## src/hdl/assert_macros.svh

```systemverilog
`ifndef ASSERT_MACROS_SVH
`define ASSERT_MACROS_SVH

// Condition that must hold at every clock edge out of reset.
`define ASSERT_ALWAYS(lbl, cond, msg) \
   lbl: assert property (@(posedge clock) disable iff (reset) (cond)) else $error(msg);

// Same-cycle implication.
`define ASSERT_IMPL(lbl, ante, cons, msg) \
   lbl: assert property (@(posedge clock) disable iff (reset) (ante) |-> (cons)) \
      else $error(msg);

// Next-cycle implication.
`define ASSERT_NEXT(lbl, ante, cons, msg) \
   lbl: assert property (@(posedge clock) disable iff (reset) (ante) |=> (cons)) \
      else $error(msg);

`endif

```

## src/hdl/pdu_pkg.sv

```systemverilog
`default_nettype none

package pdu_pkg;

   localparam int MAX_INPUTS   = 64;
   localparam int WEIGHT_DEPTH = MAX_INPUTS + 1;
   localparam int IDX_W        = $clog2(MAX_INPUTS + 1);

   localparam int WEIGHT_W = 16;
   localparam int ACC_W    = 40;
   localparam int MUL_A_W  = 32;
   localparam int MUL_B_W  = 16;
   localparam int PROD_W   = MUL_A_W + MUL_B_W;

   localparam int COUNT_W = 7;
   localparam int RATE_W  = 15;
   localparam int CSR_W   = 15;

   localparam int REQ_DATA_W = 32;
   localparam int REQ_USER_W = 2;
   localparam int RSP_DATA_W = 40;
   localparam int RSP_USER_W = 1;

   typedef logic [IDX_W-1:0]           idx_type;
   typedef logic signed [WEIGHT_W-1:0] weight_type;
   typedef logic signed [ACC_W-1:0]    acc_type;
   typedef logic signed [MUL_A_W-1:0]  mul_a_type;
   typedef logic signed [MUL_B_W-1:0]  mul_b_type;
   typedef logic signed [PROD_W-1:0]   prod_type;
   typedef logic [1:0]                 func_type;

   localparam idx_type BIAS_ADDR = idx_type'(MAX_INPUTS);

   localparam func_type FUNC_INFER = 2'd0;
   localparam func_type FUNC_LEARN = 2'd1;
   localparam func_type FUNC_WRITE = 2'd2;
   localparam func_type FUNC_NONE  = 2'd3;

   localparam logic CSR_ELEMENT_COUNT = 1'b0;
   localparam logic CSR_LEARN_RATE    = 1'b1;

   localparam logic [COUNT_W-1:0] COUNT_RESET = 7'd1;
   localparam logic [RATE_W-1:0]  RATE_RESET  = 15'd410;

endpackage

`default_nettype wire

```

## src/hdl/pdu_ram.sv

```systemverilog
`default_nettype none

module pdu_ram #(
   parameter int WIDTH = 16,
   parameter int DEPTH = 65
) (
   input  logic                     clock,
   input  logic                     wr_en,
   input  logic [$clog2(DEPTH)-1:0] wr_addr,
   input  logic [WIDTH-1:0]         wr_data,
   input  logic [$clog2(DEPTH)-1:0] rd_addr,
   output logic [WIDTH-1:0]         rd_data
);

   logic [WIDTH-1:0] mem_ff [DEPTH];
   logic [WIDTH-1:0] rd_data_ff;

   always_ff @(posedge clock) begin
      if (wr_en) begin
         mem_ff[wr_addr] <= wr_data;
      end
      rd_data_ff <= mem_ff[rd_addr];
   end

   assign rd_data = rd_data_ff;

endmodule

`default_nettype wire

```

## src/hdl/pdu_mul.sv

```systemverilog
`default_nettype none

// Shared signed multiplier, product registered.
module pdu_mul (
   input  logic               clock,
   input  pdu_pkg::mul_a_type mul_a,
   input  pdu_pkg::mul_b_type mul_b,
   output pdu_pkg::prod_type  prod
);

   pdu_pkg::prod_type prod_ff;
   pdu_pkg::prod_type prod_in;

   assign prod_in = pdu_pkg::prod_type'(mul_a) * pdu_pkg::prod_type'(mul_b);

   always_ff @(posedge clock) begin
      prod_ff <= prod_in;
   end

   assign prod = prod_ff;

endmodule

`default_nettype wire

```

## src/hdl/perceptron_dot_and_update.sv

```systemverilog
// Write items and ignored items stay in idle, so the block is ready again the next cycle.
// Infer element: weight read, multiply, accumulate; the last element adds a bias step
// and its result is on rsp the cycle after that step, or once rsp frees up.
// Learn element: rate*error, step*element, weight write; the last element adds a bias write.
// Reset (synchronous, active high) clears index, accumulator, flags and config
// to defaults; the weight RAM is not cleared and must be written before use.
`default_nettype none

module perceptron_dot_and_update (
   input  logic                             clock,
   input  logic                             reset,
   input  logic                             req_tvalid,
   output logic                             req_tready,
   input  logic [pdu_pkg::REQ_DATA_W-1:0]   req_tdata,  // value[15:0], error[31:16]
   input  logic [pdu_pkg::REQ_USER_W-1:0]   req_tuser,  // func[1:0]
   output logic                             rsp_tvalid,
   input  logic                             rsp_tready,
   output logic [pdu_pkg::RSP_DATA_W-1:0]   rsp_tdata,  // sum[39:0]
   output logic [pdu_pkg::RSP_USER_W-1:0]   rsp_tuser,  // saturated[0]
   input  logic                             csr_wen,
   input  logic                             csr_index,
   input  logic [pdu_pkg::CSR_W-1:0]        csr_wdata
);

   localparam logic [2:0] ST_IDLE   = 3'd0;
   localparam logic [2:0] ST_I_MUL  = 3'd1;
   localparam logic [2:0] ST_I_ACC  = 3'd2;
   localparam logic [2:0] ST_I_BIAS = 3'd3;
   localparam logic [2:0] ST_L_MUL  = 3'd4;
   localparam logic [2:0] ST_L_UPD  = 3'd5;
   localparam logic [2:0] ST_L_BIAS = 3'd6;

   function automatic pdu_pkg::weight_type sat_w(input logic signed [24:0] v);
      pdu_pkg::weight_type r;
      if (v > 25'sd32767) begin
         r = 16'sh7fff;
      end else if (v < -25'sd32768) begin
         r = 16'sh8000;
      end else begin
         r = v[15:0];
      end
      return r;
   endfunction

   // Registers
   logic [2:0]                          state_ff, state_in;
   logic [pdu_pkg::COUNT_W-1:0]         count_ff, count_in;
   logic [pdu_pkg::RATE_W-1:0]          rate_ff, rate_in;
   pdu_pkg::idx_type                    idx_ff, idx_in;
   pdu_pkg::func_type                   func_ff, func_in;
   pdu_pkg::acc_type                    acc_ff, acc_in;
   logic                                clip_ff, clip_in;
   logic                                last_ff, last_in;
   pdu_pkg::idx_type                    addr_ff, addr_in;
   pdu_pkg::weight_type                 x_ff, x_in;
   pdu_pkg::mul_a_type                  step_ff, step_in;
   logic                                rsp_valid_ff, rsp_valid_in;
   pdu_pkg::acc_type                    rsp_sum_ff, rsp_sum_in;
   logic                                rsp_sat_ff, rsp_sat_in;

   // Item decode
   pdu_pkg::func_type                   req_func;
   pdu_pkg::weight_type                 req_value;
   pdu_pkg::weight_type                 req_error;
   logic                                accept;
   logic                                func_new;
   pdu_pkg::idx_type                    n_eff;
   pdu_pkg::idx_type                    limit;
   pdu_pkg::idx_type                    idx_base;
   pdu_pkg::idx_type                    idx_cur;
   logic                                over_limit;
   logic                                is_last;
   pdu_pkg::idx_type                    addr_cur;

   // Datapath
   pdu_pkg::mul_a_type                  mul_a;
   pdu_pkg::mul_b_type                  mul_b;
   pdu_pkg::prod_type                   prod;
   logic                                ram_wr_en;
   pdu_pkg::idx_type                    ram_wr_addr;
   pdu_pkg::weight_type                 ram_wr_data;
   pdu_pkg::idx_type                    ram_rd_addr;
   logic [pdu_pkg::WEIGHT_W-1:0]        ram_rd_raw;
   pdu_pkg::weight_type                 ram_rd;
   logic signed [pdu_pkg::ACC_W:0]      acc_addend;
   logic signed [pdu_pkg::ACC_W:0]      acc_sum;
   logic                                acc_clip;
   pdu_pkg::acc_type                    acc_sat;
   pdu_pkg::prod_type                   dw_rnd;
   pdu_pkg::mul_a_type                  db_rnd;
   logic signed [24:0]                  w_diff;
   logic signed [24:0]                  b_diff;
   logic                                out_free;

   assign req_func  = req_tuser;
   assign req_value = req_tdata[15:0];
   assign req_error = req_tdata[31:16];
   assign req_tready = (state_ff == ST_IDLE);
   assign accept    = req_tvalid && req_tready;

   always_comb begin
      if (count_ff == '0) begin
         n_eff = pdu_pkg::idx_type'(1);
      end else if (int'(count_ff) > pdu_pkg::MAX_INPUTS) begin
         n_eff = pdu_pkg::idx_type'(pdu_pkg::MAX_INPUTS);
      end else begin
         n_eff = pdu_pkg::idx_type'(count_ff);
      end
   end

   // Index handling for the item on the request port
   assign func_new   = (req_func != func_ff);
   assign limit      = (req_func == pdu_pkg::FUNC_WRITE) ? n_eff + 1'b1 : n_eff;
   assign idx_base   = func_new ? '0 : idx_ff;
   assign over_limit = (idx_base >= limit);
   assign idx_cur    = over_limit ? '0 : idx_base;
   assign is_last    = ({1'b0, idx_cur} + 1'b1) >= {1'b0, limit};
   assign addr_cur   = (req_func == pdu_pkg::FUNC_WRITE && idx_cur >= n_eff) ?
                       pdu_pkg::BIAS_ADDR : idx_cur;

   // Shared multiplier operand select
   always_comb begin
      case (state_ff)
         ST_IDLE: begin
            mul_a = pdu_pkg::mul_a_type'(rate_ff);
            mul_b = req_error;
         end
         ST_I_MUL: begin
            mul_a = pdu_pkg::mul_a_type'(ram_rd);
            mul_b = x_ff;
         end
         default: begin
            mul_a = prod[pdu_pkg::MUL_A_W-1:0];
            mul_b = x_ff;
         end
      endcase
   end

   pdu_mul u_mul (
      .clock (clock),
      .mul_a (mul_a),
      .mul_b (mul_b),
      .prod  (prod)
   );

   // Weight RAM: registered read, the data follows the read address in the next cycle
   assign ram_rd = ram_rd_raw;

   always_comb begin
      case (state_ff)
         ST_IDLE:  ram_rd_addr = addr_cur;
         ST_L_MUL: ram_rd_addr = addr_ff;
         default:  ram_rd_addr = pdu_pkg::BIAS_ADDR;
      endcase
   end

   // Learn update: round to nearest, ties up, then saturate
   assign dw_rnd = prod + pdu_pkg::prod_type'(48'sd8388608);
   assign db_rnd = step_ff + 32'sd2048;
   assign w_diff = 25'(ram_rd) - 25'($signed(dw_rnd[pdu_pkg::PROD_W-1:24]));
   assign b_diff = 25'(ram_rd) - 25'($signed(db_rnd[pdu_pkg::MUL_A_W-1:12]));

   always_comb begin
      ram_wr_en   = 1'b0;
      ram_wr_addr = addr_cur;
      ram_wr_data = req_value;
      case (state_ff)
         ST_IDLE: begin
            ram_wr_en = accept && (req_func == pdu_pkg::FUNC_WRITE);
         end
         ST_L_UPD: begin
            ram_wr_en   = 1'b1;
            ram_wr_addr = addr_ff;
            ram_wr_data = sat_w(w_diff);
         end
         ST_L_BIAS: begin
            ram_wr_en   = 1'b1;
            ram_wr_addr = pdu_pkg::BIAS_ADDR;
            ram_wr_data = sat_w(b_diff);
         end
         default: begin
            ram_wr_en = 1'b0;
         end
      endcase
   end

   pdu_ram #(
      .WIDTH (pdu_pkg::WEIGHT_W),
      .DEPTH (pdu_pkg::WEIGHT_DEPTH)
   ) u_weights (
      .clock   (clock),
      .wr_en   (ram_wr_en),
      .wr_addr (ram_wr_addr),
      .wr_data (ram_wr_data),
      .rd_addr (ram_rd_addr),
      .rd_data (ram_rd_raw)
   );

   // Saturating accumulator: product in the accumulate step, bias*4096 after
   assign acc_addend = (state_ff == ST_I_ACC) ? prod[pdu_pkg::ACC_W:0] :
                       $signed({{13{ram_rd[15]}}, ram_rd, 12'b0});
   assign acc_sum    = $signed({acc_ff[pdu_pkg::ACC_W-1], acc_ff}) + acc_addend;
   assign acc_clip   = (acc_sum[pdu_pkg::ACC_W] != acc_sum[pdu_pkg::ACC_W-1]);
   assign acc_sat    = !acc_clip ? acc_sum[pdu_pkg::ACC_W-1:0] :
                       acc_sum[pdu_pkg::ACC_W] ? {1'b1, {(pdu_pkg::ACC_W-1){1'b0}}} :
                                                 {1'b0, {(pdu_pkg::ACC_W-1){1'b1}}};

   assign out_free = !rsp_valid_ff || rsp_tready;

   always_comb begin
      state_in     = state_ff;
      count_in     = count_ff;
      rate_in      = rate_ff;
      idx_in       = idx_ff;
      func_in      = func_ff;
      acc_in       = acc_ff;
      clip_in      = clip_ff;
      last_in      = last_ff;
      addr_in      = addr_ff;
      x_in         = x_ff;
      step_in      = step_ff;
      rsp_valid_in = rsp_valid_ff && !rsp_tready;
      rsp_sum_in   = rsp_sum_ff;
      rsp_sat_in   = rsp_sat_ff;

      if (csr_wen) begin
         case (csr_index)
            pdu_pkg::CSR_ELEMENT_COUNT: count_in = csr_wdata[pdu_pkg::COUNT_W-1:0];
            pdu_pkg::CSR_LEARN_RATE:    rate_in  = csr_wdata[pdu_pkg::RATE_W-1:0];
            default:                    rate_in  = rate_ff;
         endcase
      end

      case (state_ff)
         ST_IDLE: begin
            if (accept && req_func != pdu_pkg::FUNC_NONE) begin
               func_in = req_func;
               idx_in  = is_last ? '0 : idx_cur + 1'b1;
               last_in = is_last;
               addr_in = addr_cur;
               x_in    = req_value;
               if (func_new || over_limit) begin
                  acc_in  = '0;
                  clip_in = 1'b0;
               end
               case (req_func)
                  pdu_pkg::FUNC_INFER: state_in = ST_I_MUL;
                  pdu_pkg::FUNC_LEARN: state_in = ST_L_MUL;
                  default:             state_in = ST_IDLE;
               endcase
            end
         end
         ST_I_MUL: begin
            state_in = ST_I_ACC;
         end
         ST_I_ACC: begin
            acc_in   = acc_sat;
            clip_in  = clip_ff || acc_clip;
            state_in = last_ff ? ST_I_BIAS : ST_IDLE;
         end
         ST_I_BIAS: begin
            // hold here until the output register can take the result
            if (out_free) begin
               rsp_valid_in = 1'b1;
               rsp_sum_in   = acc_sat;
               rsp_sat_in   = clip_ff || acc_clip;
               acc_in       = '0;
               clip_in      = 1'b0;
               state_in     = ST_IDLE;
            end
         end
         ST_L_MUL: begin
            step_in  = prod[pdu_pkg::MUL_A_W-1:0];
            state_in = ST_L_UPD;
         end
         ST_L_UPD: begin
            state_in = last_ff ? ST_L_BIAS : ST_IDLE;
         end
         ST_L_BIAS: begin
            state_in = ST_IDLE;
         end
         default: begin
            state_in = ST_IDLE;
         end
      endcase
   end

   always_ff @(posedge clock) begin
      if (reset) begin
         state_ff     <= ST_IDLE;
         count_ff     <= pdu_pkg::COUNT_RESET;
         rate_ff      <= pdu_pkg::RATE_RESET;
         idx_ff       <= '0;
         func_ff      <= pdu_pkg::FUNC_INFER;
         acc_ff       <= '0;
         clip_ff      <= 1'b0;
         rsp_valid_ff <= 1'b0;
      end else begin
         state_ff     <= state_in;
         count_ff     <= count_in;
         rate_ff      <= rate_in;
         idx_ff       <= idx_in;
         func_ff      <= func_in;
         acc_ff       <= acc_in;
         clip_ff      <= clip_in;
         rsp_valid_ff <= rsp_valid_in;
      end
   end

   always_ff @(posedge clock) begin
      last_ff    <= last_in;
      addr_ff    <= addr_in;
      x_ff       <= x_in;
      step_ff    <= step_in;
      rsp_sum_ff <= rsp_sum_in;
      rsp_sat_ff <= rsp_sat_in;
   end

   assign rsp_tvalid = rsp_valid_ff;
   assign rsp_tdata  = rsp_sum_ff;
   assign rsp_tuser  = rsp_sat_ff;

`include "assert_macros.svh"

   `ASSERT_ALWAYS(a_idx_bound, idx_ff <= pdu_pkg::BIAS_ADDR, "element index past bias slot")
   `ASSERT_IMPL(a_rsp_from_bias, $rose(rsp_tvalid), $past(state_ff) == ST_I_BIAS, "result not from bias step")
   `ASSERT_NEXT(a_write_one_cycle, accept && req_func == pdu_pkg::FUNC_WRITE, state_ff == ST_IDLE, "write item not single cycle")
   `ASSERT_NEXT(a_bias_waits, state_ff == ST_I_BIAS && rsp_valid_ff && !rsp_tready, state_ff == ST_I_BIAS && $stable(rsp_tdata), "result overwrote pending transfer")

endmodule

`default_nettype wire

```

## config.mk

```make
export PLATFORM = sky130hd
export DESIGN_NAME = perceptron_dot_and_update
export DESIGN_NICKNAME = d
export VERILOG_FILES = /design/src/hdl/pdu_pkg.sv /design/src/hdl/pdu_ram.sv /design/src/hdl/pdu_mul.sv /design/src/hdl/perceptron_dot_and_update.sv
export VERILOG_INCLUDE_DIRS = /design/src /design/src/hdl
export SDC_FILE = /design/constraint.sdc
export NUM_CORES = 2
export LEC_CHECK = 0
export BUFFER_PORTS_ARGS = -buffer_cell sky130_fd_sc_hd__buf_2
export CORE_MARGIN = 3
export CORE_UTILIZATION = 45
export DETAILED_ROUTE_END_ITERATION = 12
export PLACE_DENSITY = 0.59
export SLEW_MARGIN = 20
export SYNTH_ARGS = -nofsm -noshare
export SYNTH_HDL_FRONTEND = slang
export SYNTH_SLANG_ARGS = --single-unit
```

## constraint.sdc

```tcl
create_clock -name clock -period 9.1 [get_ports clock]
set_input_delay 0.91 -clock clock [delete_from_list [all_inputs] [get_ports clock]]
set_output_delay 0.91 -clock clock [all_outputs]
set_load 0.01 [all_outputs]
```

## Word-level counts from Yosys, hierarchy flattened

Memories as Yosys holds them, arrays and structs flattened. A register that Yosys moved wholly into a read port is not among the register bits.
Index checks and enable logic that the tools add are counted.
Widths: inputs -> output; s select.

- Register bits: 221
- RAM bits: 1,040
- Output and inout bits: 43
- Word-level logic and storage cells: 107
- Memories kept: 1

Memories:

| name | words | bits a word | read ports | clocked after memory_dff | wr ports | RTL line | source |
|---|---|---|---|---|---|---|---|
| u_weights.mem_ff | 65 | 16 | 1 | 1 | 1 | pdu_ram.sv:15 | `logic [WIDTH-1:0] mem_ff [DEPTH];` |

- Add/subtract/negate cells: 8
- Multipliers: 1
- Magnitude comparators: 8
- Equality and inequality tests: 14
- Muxes and demuxes: 38
- Bitwise logic cells: 1
- Reductions and logical operators: 21

Operators with widths:

| operator | count |
|---|---|
| $mux 40 | 5 |
| $pmux 40 s3 | 1 |
| $mux 16 | 5 |
| $pmux 32 s2 | 1 |
| $mux 7 | 7 |
| $add 48x25->48 const B | 1 |
| $mul 32x16->48 | 1 |
| $add 40x41->41 | 1 |
| $mux 41 | 1 |
| $add 32x13->32 const B | 1 |
| $pmux 16 s2 | 1 |
| $pmux 7 s2 | 2 |
| $gt 25x16->1 const B | 1 |
| $lt 25x16->1 const B | 1 |
| $sub 16x24->25 | 1 |
| $gt 21x16->1 const B | 1 |
| $lt 21x16->1 const B | 1 |
| $sub 16x20->21 | 1 |
| $pmux 3 s6 | 1 |
| $add 7x1->7 const B | 2 |
| $ge 7x7->1 | 2 |
| $reduce_and 2->1 | 5 |
| $eq 3x3->1 const B | 3 |
| $mux 3 | 3 |
| 26 further kinds | 42 |

## Longest topological paths before layout

- Depth in word-level cells: 11
- Depth in mapped cells: 32

## Cells and area by module

A second synthesis with hierarchy kept.

- Cell total of the unflattened synthesis: 5,643
- Area total of the unflattened synthesis: 73,088.8 um^2

By module, submodules not included:

| module | times used | cells an instance | area each (um^2) | sequential area each (um^2) |
|---|---|---|---|---|
| pdu_ram | 1 | 1,919 | 40,293.6 | 31,550.3 |
| pdu_mul | 1 | 2,148 | 19,132.1 | 960.9 |
| perceptron_dot_and_update | 1 | 1,576 | 13,663.1 | 4,103.9 |

## Worst setup path after synthesis

OpenSTA, ideal clock, no wires.

- Path type: reg-to-reg
- From: reg step_ff[11]
- To: mem u_weights.mem_ff[0][3] (data pin)
- Arrival: 7.632 ns
- Required time: 8.079 ns
- Setup slack: 0.447 ns
- Stages on the path, launching flop included: 18
- Path buffers: 0
- Period minus slack after synthesis: 8.653 ns
- Cells stage by stage: edfxtp_1 > ha_1 > and3_1 > nand3_1 > nor2_1 > and4_1 > and4_1 > nand2_1 > xor2_1 > ha_1 > a2111oi_0 > nand2_1 > o21ai_0 > nand2_1 > o311a_1 > nor4_1 > a21boi_1 > o311ai_0

- Word-level cells in the longest chain between the ends: 6
- Elaborated cells on any way between the ends: 7

RTL lines:

| element | RTL line | source |
|---|---|---|
| start, declared | perceptron_dot_and_update.sv:56 | `pdu_pkg::mul_a_type step_ff, step_in;` |
| start signal, assigned | perceptron_dot_and_update.sv:314 | `step_ff <= step_in;` |
| $add 32x13->32 (*) | perceptron_dot_and_update.sv:159 | `assign db_rnd = step_ff + 32'sd2048;` |
| $sub 16x20->21 (*) | perceptron_dot_and_update.sv:161 | `assign b_diff = 25'(ram_rd) - 25'($signed(db_rnd[pdu_pkg::MUL_A_W-1:12]));` |
| $lt 21x16->1 | perceptron_dot_and_update.sv:37 | `end else if (v < -25'sd32768) begin` |
| $mux 16 | perceptron_dot_and_update.sv:37 |  |
| $mux 16 (*) | perceptron_dot_and_update.sv:35 | `if (v > 25'sd32767) begin` |
| $pmux 16 s2 (*) | perceptron_dot_and_update.sv:167 | `case (state_ff)` |
| net ram_wr_data[3] | perceptron_dot_and_update.sv:81 | `pdu_pkg::weight_type ram_wr_data;` |
| end, declared | pdu_ram.sv:15 |  |

Mark *: on every way through the listed nets, which the timed path passes. The rest lies on a longest branch.

## Worst setup path in the final report

- From: reg state_ff[2]
- To: reg u_mul.prod_ff[44] (netlist: u_mul.prod[44])

- Word-level cells in the longest chain between the ends: 3
- Elaborated cells on any way between the ends: 5

RTL lines:

| element | RTL line | source |
|---|---|---|
| start, declared | perceptron_dot_and_update.sv:46 | `logic [2:0] state_ff, state_in;` |
| start signal, assigned | perceptron_dot_and_update.sv:299 | `state_ff <= state_in;` |
| $eq 3x1->1 or $logic_not 3->1 (tied branches) | perceptron_dot_and_update.sv:123 | `case (state_ff)` |
| $pmux 32 s2 or $mux 16 (tied branches) | perceptron_dot_and_update.sv:123 |  |
| $mul 32x16->48 (*) | pdu_mul.sv:14 | `assign prod_in = pdu_pkg::prod_type'(mul_a) * pdu_pkg::prod_type'(mul_b);` |
| net u_mul.prod_in[44] | pdu_mul.sv:12 | `pdu_pkg::prod_type prod_in;` |
| end signal, assigned | pdu_mul.sv:17 | `prod_ff <= prod_in;` |
| end, declared | pdu_mul.sv:11 | `pdu_pkg::prod_type prod_ff;` |

Marks and branches as above.
A chain may end at the register's enable or synchronous reset.

==> reports/metrics.csv <==
metric;value;unit
mux cell area share after synthesis;0.0331;
compound-cell area share of the yosys netlist;0.0994;
Leakage;32.0;nW
Synth Area in XOR/XNOR;0.0208;
Vias/cell;5.74;
global-route wire length before repair;329;mm
clk sinks;1266;
Synth Area in Adders;0.175;
Yosys cell types;98;
wire length per cell;25.2;um
Fin Setup TNS;0;ps
Min-Delay Path Class;primary input to flip-flop;
simple-gate share of the synthesized area;0.119;
CP Data Arrival Time;9280;ps
CORE AREA;159000;um^2
post-route cell area;81200;um^2
TritonCTS Buffers;139;
Largest stage delay, worst path;710;ps
count leader, synth;edfxtp_1;
RSZ-0062 raised after global routing;no;
# port buffers;97;
Post-Syn Instances;6331;
ys flop type;edfxtp_1;
hold path startpoint;csr_wdata[8];
post-synthesis sequential area ratio;0.503;
largest net degree at the start of global routing;89;
fin cells;8756;
placed cell count;8498;
CTS tree;done;
period utilisation layout;0.945;
Crit path top cell by count;fa_1;
main combinational cell family by area after synthesis;adder cells;
Mean Syn Cell Area;11.5;um^2
hold_buf cts;0;
Clock Path Buffers;3;
Synth Warn #;0;
H-Tree Level Count;4;
footprint of the multi-input gates;32800;um^2
HPWL Detailed;152;mm
hold path depth;3;
GPL Wtd Cong;0.935;
DP Worst Slack;313;ps
kind of cell adding the most delay to the critical path;compound AO/OA/AOI/OAI gates;
sequential cell area;36600;um^2
grt total ovfl;0;
syn nets;7096;
Final Hold Fails;0;
Die Height;408;um
Die Wd;408;um
EDFF count, synth;1126;
Slew headroom;0.213;
Setup WS post-layout;504;ps
min Tclk post-route;8600;ps
GR Util All Layers;0.264;
Total Wirelength;221;mm
WP buf/inv;6;
Worst path slowest cell;a21oi_1;
kind of critical path;flip-flop to flip-flop;
f_max;116;MHz
Pwr Density;347;nW/um^2
Post-Synthesis Cell Area;72700;um^2
Yosys top cell by area;edfxtp_1;
Post-DP Area;76700;um^2
FFs w/ async S/R, synth;0;
Rows;146;
crit path launch type;flip-flop;
drt drc;0;
Worst Tran Pin Value;1150;ps
area grow syn2layout;11.6;%
FF-to-FF End;u_mul.prod[44];
layout cells sized above 1;0.100;
status;complete, no violations;
clk_lat worst skew;780;ps
ranking of synthesized cells by area;edfxtp_1 (46%), fa_1 (13%), nand2_1 (5.2%);
cell count of the worst reg-to-reg path;28;
top post-synthesis cells by count;edfxtp_1 (1126), nand2_1 (1016), inv_1 (621);
max_cap viols;0;
worst flop-to-flop path startpoint;state_ff[2];
Fill cells;14110;
CP Max Fanout;28;
Tot Pwr;28.2;mW
maximum vdd drop;1.01;mV
die footprint;167000;um^2
#FFs+latches synth;1266;
Clock Pin Slew Worst Setup and Hold Paths;60;ps
Initial Util;0.456;
Setup Viol. Count Final;0;
CP required;9780;ps
root buffer selected by CTS;clkbuf_16;
final net count;7266;
vias in the first global route;49546;
via count;50269;
r2r setup slk;500;ps
top cell type's share of synthesized area;0.465;
Post-DRT Antenna Nets;0;
hold path endpoint;rate_ff[8];
initial antenna violation count;7;
TritonRoute pass-1 iters;8;
fin. max-slew vios;0;
Layout Skew;42.1;ps
CP Capture Type;flip-flop;
num ports;98;
Starting DRT DRC Count;5321;
worst max-delay path by stage:
stage | slack [ps] | to | from | depth (start not counted)
detailed placement | 310 | u_mul.prod[44] | state_ff[1] | 26
finish | 500 | u_mul.prod[44] | state_ff[2] | 28
global placement | 440 | u_mul.prod[44] | state_ff[1] | 26
global route | 30 | u_mul.prod[44] | state_ff[2] | 28
CTS | 250 | u_mul.prod[44] | state_ff[1] | 26
floorplan | 450 | u_weights.mem_ff[0][3] | step_ff[11] | 17
cell usage in the layout (no fill, tap or decap), types with 86 or more instances in the layout:
cell	netlist	layout
fa_1	489	489
nor2_1	445	439
buf_2	63	97
buf_4	2	224
mux2i_1	135	131
dfxtp_1	140	139
o21ai_0	106	104
inv_1	621	621
nand2_1	1016	1014
edfxtp_1	1126	1126
xnor2_1	99	98
a21o_1	122	121
a21oi_1	314	311
ha_1	221	221
clkbuf_16	0	142
nand3_1	146	146
and3_1	86	86
repair_timing:
| action | in CTS | in global routing |
|---|---|---|
| gates resized for setup | 0 | 5 |
| setup buffers | 0 | 7 |
| endpoints found under the setup margin | 0 | 2 |
registers in the layout (all words and copies together), names as in the netlist, 2 cells and up:
signal,cells
step_ff,21
rsp_tdata,40
count_ff,7
acc_ff,40
u_weights.mem_ff,1040
u_mul.prod,48
x_ff,16
func_ff,2
state_ff,3
addr_ff,7
rate_ff,15
u_weights.rd_data,16
idx_ff,7
logic make-up after synthesis:
logic type | Yosys count
multiplexers | 198
adder cells (fa/ha/maj) | 728
buffers and inverters | 930
XOR/XNOR | 173
AO/OA/AOI/OAI | 1051
flip-flops | 1266
AND/OR/NAND/NOR | 1985
metrics by stage:
stage | utilization | hold slack [ps]
CTS | 0.508 | 327
detailed placement | 0.481 | 446
floorplan | - | 406
global route | 0.509 | 359
finish | 0.509 | 402
global placement | 0.481 | 441
worst reg2reg max path, delay by kind of cell (launching register included):
family                     cells  cell delay (ps)
adders and majority gates      7             3390
and+or+nand+nor                3              520
DFF                            1              320
xor gates and xnor gates       1              130
buffers and inverters          6              700
AOI/OAI and AO/OA             11             3450
where the power goes:
part / internal, mW / total (mW) / switching (mW)
Combinational: 6.49 / 15.7 / 9.19
Clock: 3.04 / 5.37 / 2.34
Sequential: 6.76 / 7.12 / 0.363
area by class of cell:
cell class                 count  area share
antenna                        2   0.0000617
clock buffer                 184      0.0462
clock inverter                64     0.00678
inverter                     624      0.0289
multi-input combinational   4135       0.404
sequential                  1266       0.451
tap                         2146      0.0331
timing repair buffer         335      0.0302
routing by layer:
metal,share of wire,global-route usage,vias up,wire [um]
li1,-,-,22494,-
met5,0,0,-,0
met3,0.078,0.0469,342,17200
met4,0.035,0.0866,0,7700
met2,0.45,0.407,2053,99500
met1,0.44,0.378,25380,96100
(Power assumes the default switching activity.)
